==> src/sv/typing_touchpad_lockout_defines.svh <==
// Assertion macros shared by the typing touchpad lockout RTL.
`ifndef TYPING_TOUCHPAD_LOCKOUT_DEFINES_SVH
`define TYPING_TOUCHPAD_LOCKOUT_DEFINES_SVH

// The consequent holds in the same cycle as the antecedent.
`define TTL_ASSERT_SAME(label, clk, rst, ante, cons, msg) \
  label: assert property (@(posedge clk) disable iff (rst) (ante) |-> (cons)) \
    else $error(msg);

// The consequent holds in the cycle after the antecedent.
`define TTL_ASSERT_NEXT(label, clk, rst, ante, cons, msg) \
  label: assert property (@(posedge clk) disable iff (rst) (ante) |=> (cons)) \
    else $error(msg);

`endif

==> src/sv/ttl_pkg.sv <==
// Package with types, register map and codes of the typing touchpad lockout.
package ttl_pkg;

  localparam int DEF_COUNT_BITS   = 16;
  localparam int DEF_MULTI_BUTTONS = 8;

  localparam int NUM_WORDS   = 4;
  localparam int WORD_BITS   = 64;
  localparam int IDLE_BITS   = 16;
  localparam int BTN_BITS    = 15;
  localparam int ADDR_BITS   = 6;
  localparam logic [IDLE_BITS-1:0] IDLE_RESET = 16'd100;

  typedef enum logic [2:0] {
    REG_MASK0  = 3'd0,
    REG_MASK1  = 3'd1,
    REG_MASK2  = 3'd2,
    REG_MASK3  = 3'd3,
    REG_IDLE   = 3'd4,
    REG_TAPS   = 3'd5,
    REG_COMBOS = 3'd6
  } reg_idx_t;

  localparam logic [1:0] EV_NONE    = 2'd0;
  localparam logic [1:0] EV_ENABLE  = 2'd1;
  localparam logic [1:0] EV_DISABLE = 2'd2;

  localparam logic [1:0] OFF_ON   = 2'd0;
  localparam logic [1:0] OFF_ALL  = 2'd1;
  localparam logic [1:0] OFF_TAPS = 2'd2;

  typedef logic [NUM_WORDS-1:0][WORD_BITS-1:0] key_vec_t;

  typedef struct packed {
    key_vec_t             mask;
    logic [IDLE_BITS-1:0] idle_polls;
    logic                 taps_only;
    logic                 ignore_combos;
  } ttl_cfg_t;

endpackage

==> src/sv/typing_touchpad_lockout.sv <==
// Top level of the typing touchpad lockout: poll register, decision logic, result register.
// A request accepted into the poll register passes on to the result register once that is free.
// Throughput: one request per cycle, set by the single step from the poll register to the
// result register; a held result stalls the input once the poll register is full.
// Reset (synchronous, active high) clears the pipeline, key history, primed flag and lock,
// saturates the idle counter and loads the register defaults.
module typing_touchpad_lockout
  import ttl_pkg::*;
#(
  parameter int COUNT_BITS    = DEF_COUNT_BITS,
  parameter int MULTI_BUTTONS = DEF_MULTI_BUTTONS
) (
  input  logic                 clk,
  input  logic                 rst,
  input  logic                 psel,
  input  logic                 penable,
  input  logic                 pwrite,
  input  logic [ADDR_BITS-1:0] paddr,
  input  logic [63:0]          pwdata,
  output logic [63:0]          prdata,
  output logic                 pready,
  input  logic                 in_valid,
  output logic                 in_ready,
  input  logic [63:0]          keys0,
  input  logic [63:0]          keys1,
  input  logic [63:0]          keys2,
  input  logic [63:0]          keys3,
  input  logic [BTN_BITS-1:0]  pad_buttons,
  input  logic [1:0]           pad_off_now,
  output logic                 out_valid,
  input  logic                 out_ready,
  output logic [1:0]           event_res,
  output logic [1:0]           off_value,
  output logic                 locked_out
);

  `include "typing_touchpad_lockout_defines.svh"

  localparam int CMP_BITS = (COUNT_BITS > IDLE_BITS) ? COUNT_BITS : IDLE_BITS;
  localparam logic [BTN_BITS-1:0] BTN_MASK =
    BTN_BITS'(15'h700F | (((1 << MULTI_BUTTONS) - 1) << 4));
  localparam logic [COUNT_BITS-1:0] COUNT_MAX = '1;

  ttl_cfg_t cfg;

  ttl_regs u_regs (
    .clk     (clk),
    .rst     (rst),
    .psel    (psel),
    .penable (penable),
    .pwrite  (pwrite),
    .paddr   (paddr),
    .pwdata  (pwdata),
    .prdata  (prdata),
    .pready  (pready),
    .cfg     (cfg)
  );

  // Poll register.
  logic                s1_valid;
  key_vec_t            s1_keys;
  logic [BTN_BITS-1:0] s1_buttons;
  logic [1:0]          s1_off_now;

  // Block state.
  key_vec_t              prev_keys;
  logic                  primed;
  logic [COUNT_BITS-1:0] idle_count;
  logic                  locked;

  logic                  adv_out;
  logic                  active;
  logic                  combo;
  logic                  idle;
  logic [COUNT_BITS-1:0] idle_count_next;
  logic                  locked_next;
  logic [1:0]            ev_next;
  logic [1:0]            off_next;

  assign adv_out  = s1_valid && (!out_valid || out_ready);
  assign in_ready = !s1_valid || !out_valid || out_ready;

  always_ff @(posedge clk) begin
    if (rst) begin
      s1_valid <= 1'b0;
    end else if (in_ready) begin
      s1_valid <= in_valid;
    end
  end

  always_ff @(posedge clk) begin
    if (in_valid && in_ready) begin
      s1_keys    <= {keys3, keys2, keys1, keys0};
      s1_buttons <= pad_buttons;
      s1_off_now <= pad_off_now;
    end
  end

  always_comb begin
    active = 1'b0;
    combo  = 1'b0;
    for (int w = 0; w < NUM_WORDS; w++) begin
      active = active || ((s1_keys[w] & ~prev_keys[w] & cfg.mask[w]) != '0);
      combo  = combo || ((s1_keys[w] & ~cfg.mask[w]) != '0);
    end
    if (cfg.ignore_combos && combo) begin
      active = 1'b0;
    end

    if (active) begin
      idle_count_next = '0;
    end else if (idle_count != COUNT_MAX) begin
      idle_count_next = idle_count + 1'b1;
    end else begin
      idle_count_next = idle_count;
    end
    if ((s1_buttons & BTN_MASK) != '0) begin
      idle_count_next = COUNT_MAX;
    end

    idle = (idle_count_next == COUNT_MAX) ||
           (CMP_BITS'(idle_count_next) > CMP_BITS'(cfg.idle_polls));

    ev_next     = EV_NONE;
    off_next    = OFF_ON;
    locked_next = locked;
    if (primed) begin
      if (idle) begin
        if (locked) begin
          locked_next = 1'b0;
          ev_next     = EV_ENABLE;
        end
      end else if (!locked && s1_off_now == OFF_ON) begin
        locked_next = 1'b1;
        ev_next     = EV_DISABLE;
        off_next    = cfg.taps_only ? OFF_TAPS : OFF_ALL;
      end
    end
  end

  always_ff @(posedge clk) begin
    if (rst) begin
      prev_keys  <= '0;
      primed     <= 1'b0;
      idle_count <= COUNT_MAX;
      locked     <= 1'b0;
      out_valid  <= 1'b0;
    end else begin
      if (adv_out) begin
        prev_keys <= s1_keys;
        primed    <= 1'b1;
        locked    <= locked_next;
        if (primed) begin
          idle_count <= idle_count_next;
        end
      end
      if (adv_out) begin
        out_valid <= 1'b1;
      end else if (out_ready) begin
        out_valid <= 1'b0;
      end
    end
  end

  always_ff @(posedge clk) begin
    if (adv_out) begin
      event_res  <= ev_next;
      off_value  <= off_next;
      locked_out <= locked_next;
    end
  end

  `TTL_ASSERT_SAME(a_enable_unlocks, clk, rst, out_valid && event_res == EV_ENABLE,
    !locked_out && off_value == OFF_ON, "enable result while still locked")
  `TTL_ASSERT_SAME(a_disable_locks, clk, rst, out_valid && event_res == EV_DISABLE,
    locked_out && (off_value == OFF_ALL || off_value == OFF_TAPS),
    "disable result without lock or off value")
  `TTL_ASSERT_NEXT(a_state_holds, clk, rst, !adv_out,
    $stable(locked) && $stable(idle_count) && $stable(primed),
    "state changed without a result being produced")
  `TTL_ASSERT_NEXT(a_first_poll_quiet, clk, rst, adv_out && !primed,
    event_res == EV_NONE && off_value == OFF_ON && !locked_out,
    "first poll produced an event")

endmodule

==> src/sv/ttl_regs.sv <==
// Configuration register file of the typing touchpad lockout.
module ttl_regs
  import ttl_pkg::*;
(
  input  logic                 clk,
  input  logic                 rst,
  input  logic                 psel,
  input  logic                 penable,
  input  logic                 pwrite,
  input  logic [ADDR_BITS-1:0] paddr,
  input  logic [63:0]          pwdata,
  output logic [63:0]          prdata,
  output logic                 pready,
  output ttl_cfg_t             cfg
);

  reg_idx_t idx;
  logic     wr;

  assign idx    = reg_idx_t'(paddr[ADDR_BITS-1:3]);
  assign wr     = psel && penable && pwrite;
  assign pready = 1'b1;

  always_ff @(posedge clk) begin
    if (rst) begin
      cfg.mask          <= '1;
      cfg.idle_polls    <= IDLE_RESET;
      cfg.taps_only     <= 1'b0;
      cfg.ignore_combos <= 1'b0;
    end else if (wr) begin
      unique case (idx) inside
        REG_MASK0, REG_MASK1, REG_MASK2, REG_MASK3: begin
          cfg.mask[paddr[4:3]] <= pwdata;
        end
        REG_IDLE:   cfg.idle_polls    <= pwdata[IDLE_BITS-1:0];
        REG_TAPS:   cfg.taps_only     <= pwdata[0];
        REG_COMBOS: cfg.ignore_combos <= pwdata[0];
        default: ;
      endcase
    end
  end

  always_comb begin
    unique case (idx) inside
      REG_MASK0, REG_MASK1, REG_MASK2, REG_MASK3: prdata = cfg.mask[paddr[4:3]];
      REG_IDLE:   prdata = {{(64-IDLE_BITS){1'b0}}, cfg.idle_polls};
      REG_TAPS:   prdata = {63'd0, cfg.taps_only};
      REG_COMBOS: prdata = {63'd0, cfg.ignore_combos};
      default:    prdata = 64'd0;
    endcase
  end

endmodule

==> config.mk <==
export PLATFORM = sky130hd
export DESIGN_NAME = typing_touchpad_lockout
export DESIGN_NICKNAME = d
export VERILOG_FILES = /design/src/sv/ttl_pkg.sv /design/src/sv/typing_touchpad_lockout.sv /design/src/sv/ttl_regs.sv
export VERILOG_INCLUDE_DIRS = /design/src /design/src/sv
export SDC_FILE = /design/constraint.sdc
export NUM_CORES = 2
export LEC_CHECK = 0
export BUFFER_PORTS_ARGS = -buffer_cell sky130_fd_sc_hd__buf_2
export CORE_MARGIN = 3
export CORE_UTILIZATION = 55
export DETAILED_ROUTE_END_ITERATION = 10
export GPL_TIMING_DRIVEN = 0
export PLACE_DENSITY = 0.76
export SYNTH_ARGS = -nofsm -noshare
export SYNTH_HDL_FRONTEND = slang
export SYNTH_SLANG_ARGS = --single-unit
==> constraint.sdc <==
create_clock -name clk -period 21.6 [get_ports clk]
set_clock_uncertainty 0.1 [all_clocks]
set_input_delay 6.48 -clock clk [delete_from_list [all_inputs] [get_ports clk]]
set_output_delay 6.48 -clock clk [all_outputs]
set_load 0.01 [all_outputs]
# [Yosys cells after proc, flatten, opt, wreduce, memory -nomap -nowiden]
# Cells that the tools add are included.
[totals] regBits=828 latchBits=0 ram_bits=0 rom_bits=0 in_bits=350 out_inout_bits=72 wordCells=117 mem_count=0
[classes] addsub=1 mul=0 n_div=0 n_lt_le_gt_ge=3 n_eq_ne=8 shift=0 mux=19 bitwise_logic=22 n_reduce_logical=39
[ops] cell="64-bit bitwise AND" n=12
[ops] cell="64-bit NOT" n=8
[ops] cell="64-bit nonzero test" n=8
[ops] cell="256-bit bitwise mux" n=1
[ops] cell="64-bit one-hot mux with 4 select lines" n=1
[ops] cell="64-bit binary-select mux with 2-bit select" n=1
[ops] cell="64-bit demux with 2-bit select" n=1
[ops] cell="64-bit 2-to-1 mux" n=2
[ops] cell="16-bit 2-to-1 mux" n=3
[ops] cell="16-bit by 1-bit adder with 16-bit output (second input constant)" n=1
[ops] cell="16-bit == test (second input constant)" n=1
[ops] cell="16-bit > comparator" n=1
[ops] cell="16-bit != test (second input constant)" n=1
[ops] cell="15-bit nonzero test" n=1
[ops] cell="1-bit logical OR" n=10
[ops] cell="2-bit AND reduction" n=5
[ops] cell="3-bit == test (second input constant)" n=3
[ops] cell="1-bit logical AND" n=7
[ops] cell="1-bit 2-to-1 mux" n=7
[ops] cell="3-bit by 2-bit == test with 1-bit output (second input constant)" n=2
[ops] cell="2-bit 2-to-1 mux" n=3
[ops] cell="4-bit OR reduction" n=1
[ops] cell="3-bit by 1-bit == test with 1-bit output (second input constant)" n=1
[ops] cell="1-bit logical NOT" n=3
[ops] cell="7 further kinds" n=8

# [Depth between registers and ports, before layout]
[depth] depth_word=14 mapped_depth=16 mapped_depth_nobuf=15

# [Modules after synthesis]
# A second synthesis with hierarchy kept.
[unflattened] hier_cells=3574 hier_area_um2=35487.8
[by_module_without_submodules] mod="typing_touchpad_lockout" instances=1 cells_each=2404 area_per_inst_um2=23057.1 seq_area_each_um2=13873.3
[by_module_without_submodules] mod="ttl_regs" instances=1 cells_each=1170 area_per_inst_um2=12430.7 seq_area_each_um2=5485.3

# [Worst setup path before layout]
# Ideal clock, no wire load.
[synth_path] kind="input to output" startpoint="in paddr[3]" endpoint="out prdata[10]" arrival_time_ps=8047 t_required_ps=15020 slack_ps=6973 stages=7 n_path_buf=4 cell_sequence="clkbuf_1 > buf_2 > buf_2 > nor3b_1 > clkbuf_1 > nand2_1 > o21ai_0"
[synth_between] elab_chain_len=3 word_cells_on_any_way=11 classes_between="eq/ne: 6; mux: 3; reduce/logical: 2"
[synth_lines] item="start, declared" line_no="typing_touchpad_lockout.sv:18" text="input logic [ADDR_BITS-1:0] paddr,"
[synth_lines] item="3-bit by 2-bit == test with 1-bit output (no source line) (tied with other cells)"
[synth_lines] item="4-bit OR reduction / 64-bit 2-to-1 mux (equally long branches)" line_no="ttl_regs.sv:44, ttl_regs.sv:45"
[synth_lines] item="64-bit one-hot mux with 4 select lines *" line_no="ttl_regs.sv:44" text="unique case (idx) inside"
[synth_lines] item="end, declared" line_no="typing_touchpad_lockout.sv:20" text="output logic [63:0] prdata,"
# Mark *: on every way between the ends. The rest lies on a longest branch, timed or not. The select of a mux whose other input is x is not followed.

# [Worst setup path after layout]
[layout_path] startpoint="in paddr[4]" endpoint="out prdata[47]"
# Same word-level chain as after synthesis.

==> metrics.txt <==
Die H=259 um; Post-Synthesis Cells=3459; most common flop cell mapped by yosys=dfxtp_1; critical path type=primary input to output pin; port bufs=414; crit path to=prdata[47]; layout net count=4338; Setup crit start=paddr[4]; Setup Total Neg Slack=0 ns; RSZ-0062 raised after global routing=false; area share of the largest cell type after synthesis=31.3%; CTS Buf Count=86; post-DP HPWL=128000 um; part of the power in registers=48.4%; status=finished, violations left; top cells by area, synth=dfxtp_1, edfxtp_1, nand2_1, mux2i_1, nand3b_1; net switching power=0.000922 W; Peak Freq=61.3 MHz; commonest cells in the netlist=nand2_1, dfxtp_1, a21oi_1, edfxtp_1, nor2b_1; register area share after synthesis=55.1%; Initial Util=55.6%; clock share of power=43.0%; WL/cell=34.5 um; row count=92; # DRC=0; HP Class=register to register; DP Area=38400 um^2; GRT Residual Overflow=0; power density cells=86.4 nW/um^2; GRT Total Usage=49.4%; Worst Reg-to-Reg Cells=15; share of post-route cells with drive strength above 1=16.4%; Worst R2R Start=s1_keys[67]; H-tree depth=3; Synth async-reset ratio=0%; CP arrival=9.74 ns; Post-synth EDFFs=278; largest net degree at the start of global routing=78; clk sinks=828; Max Slew Vio Count=36; drt pass-1 iters=6; final WL=169000 um; cell taking the most area after synthesis=dfxtp_1; Syn Nets=3826; CTS Buffer Depth=3; Worst Tran Pin Value=1.64 ns; DR vias/cell=6.60; Post-CTS Setup Inserts=0; hold_sp=prev_keys[100]; RR Endpoint=off_value[1]; Warnings, synthesis=0; Lkg Pwr=15.4 nW; reg2reg setup slack=14.68 ns; via count=32300; worst-path fanout max=10; cts hold-fix bufs=0; Die Area=67000 um^2; max_cap viols=6; Initial DRC Count=5916; initial antenna violation count=13; failing checks=capacitance limit, slew limit; Detail Route Antenna Nets=0; Avg Cell Area, Syn=10.2 um^2; Root Buffer=clkbuf_16; CP endpoint kind=output pin; first-pass GRT wire length=228000 um; Yosys reg bits=828; Final Hold Violating Endpoints=0; vias in the first global route=30000; cell-internal power=0.00265 W; Worst Path Required=15.02 ns; Cell Area, Synth=35200 um^2; CTS resizes=0; Horiz. Die Dim=259 um; final worst path period share=75.6%; GPL Wtd Cong=1.13; Setup crit start kind=primary input; Comb power frac=8.6%; Clk pin slew, worst setup/hold paths=0.06 ns; Core Box Area=63200 um^2; Peak VDD IR=0.0851 mV; Finished Cell Area=41300 um^2; Slew Limit Headroom=-9.55%; Syn-to-layout area delta=17.5%; I/O pin count=422; worst skew pair latency=0.67 ns; Tmin final=16.32 ns; synth unique cells=69; CTS tree=built; # setup viols final=0; switch share=25.9%; count leader, synth=nand2_1
-- metal layers --
layer  GRT usage (%)  wire length, um
met5               0               36
met3            13.4            22800
met1            62.3            58800
met4            39.6            17100
met2            71.5            70200
-- placed cells by master (no fill, tap or decap), types with 6 or more instances in the layout --
cell	Yosys	layout
nand4_1	71	71
a2111oi_0	66	61
and4_1	15	15
o21a_1	6	6
nand3b_1	208	208
nand3_1	19	19
ha_1	17	17
clkinv_2	0	17
nor3_1	7	7
clkbuf_8	0	7
dfxtp_1	550	550
edfxtp_1	278	278
buf_2	22	442
and3b_1	25	25
nor2b_1	243	243
or4_1	6	6
diode_2	0	10
xnor2_1	6	6
a31oi_1	24	24
o21ai_1	17	17
mux2i_1	194	194
nor4_1	22	22
o21ai_0	30	30
inv_1	122	122
clkbuf_16	0	89
o211ai_1	69	69
nor2_1	23	23
a21oi_1	297	297
nand2_1	832	832
a2111oi_1	2	7
buf_1	10	7
mux4_2	64	64
clkbuf_1	155	181
bufinv_16	0	8
-- final cells by class --
class                   count  area (um^2)
diodes                     10         25.0
plain buffers             188          741
clock buffers             122         2420
clock inverters            38          418
fillers                  5209        21900
inverters                 124          465
multi-input cells        2319        14600
flip-flops and latches    828        19400
well taps                 846         1060
repair buffers            424         2210
-- how the worst min path moves through the flow --
stage                      to  depth (start not counted)
6_report       prev_keys[100]                          2
5_1_grt         prev_keys[57]                          2
4_1_cts        prev_keys[134]                          2
3_5_place_dp   prev_keys[134]                          2
3_3_place_gp   prev_keys[158]                          2
2_1_floorplan    prev_keys[0]                          2
-- power by group through the flow --
stage	clock network [W]	registers [W]	logic, W
after CTS	0.00152	0.00172	0.000288
final	0.00153	0.00173	0.000305
after global routing	0.00158	0.00173	0.000308
after global placement	0	0.00176	0.000279
after detailed placement	0	0.00176	0.000286
after floorplan	0	0.00174	0.000130
-- metrics by stage --
stage | total power (W) | util, % | hold slack, ns | setup slack (ns) | std cells
2_1_floorplan | 0.00187 | - | 0.331 | 6.97 | 3459
3_3_place_gp | 0.00204 | 60.6 | 0.336 | 5.67 | 4719
3_5_place_dp | 0.00204 | 60.8 | 0.341 | 5.69 | 4728
4_1_cts | 0.00353 | 65.3 | 0.349 | 5.65 | 4888
5_1_grt | 0.00362 | 65.3 | 0.359 | 5.55 | 4891
6_report | 0.00357 | 65.4 | 0.350 | 5.28 | 4899
-- sequential cells by signal (all words and copies together) (netlist names) --
signal	count
event_res	2
prev_keys	256
out_valid	1
s1_valid	1
off_value	2
locked_out	1
idle_count	16
s1_buttons	15
s1_keys	256
primed	1
u_regs.cfg	274
locked	1
s1_off_now	2
-- kinds of logic after synthesis --
logic type / count (synthesis) / share of synthesized area [%]
other: 1 / 0.0107
adders and majority gates: 17 / 0.605
DFF: 828 / 55.1
buffers and inverters: 312 / 3.42
AOI/OAI and AO/OA: 538 / 9.26
muxes: 259 / 9.66
and+or+nand+nor: 1497 / 21.8
xor gates and xnor gates: 7 / 0.228
-- critical path, cell delays in order --
cell and delay, ns:
clkbuf_1 0.30, clkbuf_1 0.64, clkbuf_1 1.26, mux4_2 0.43
nor2b_1 0.40, buf_2 0.22
Note: power is estimated with default switching activity, not from simulation.
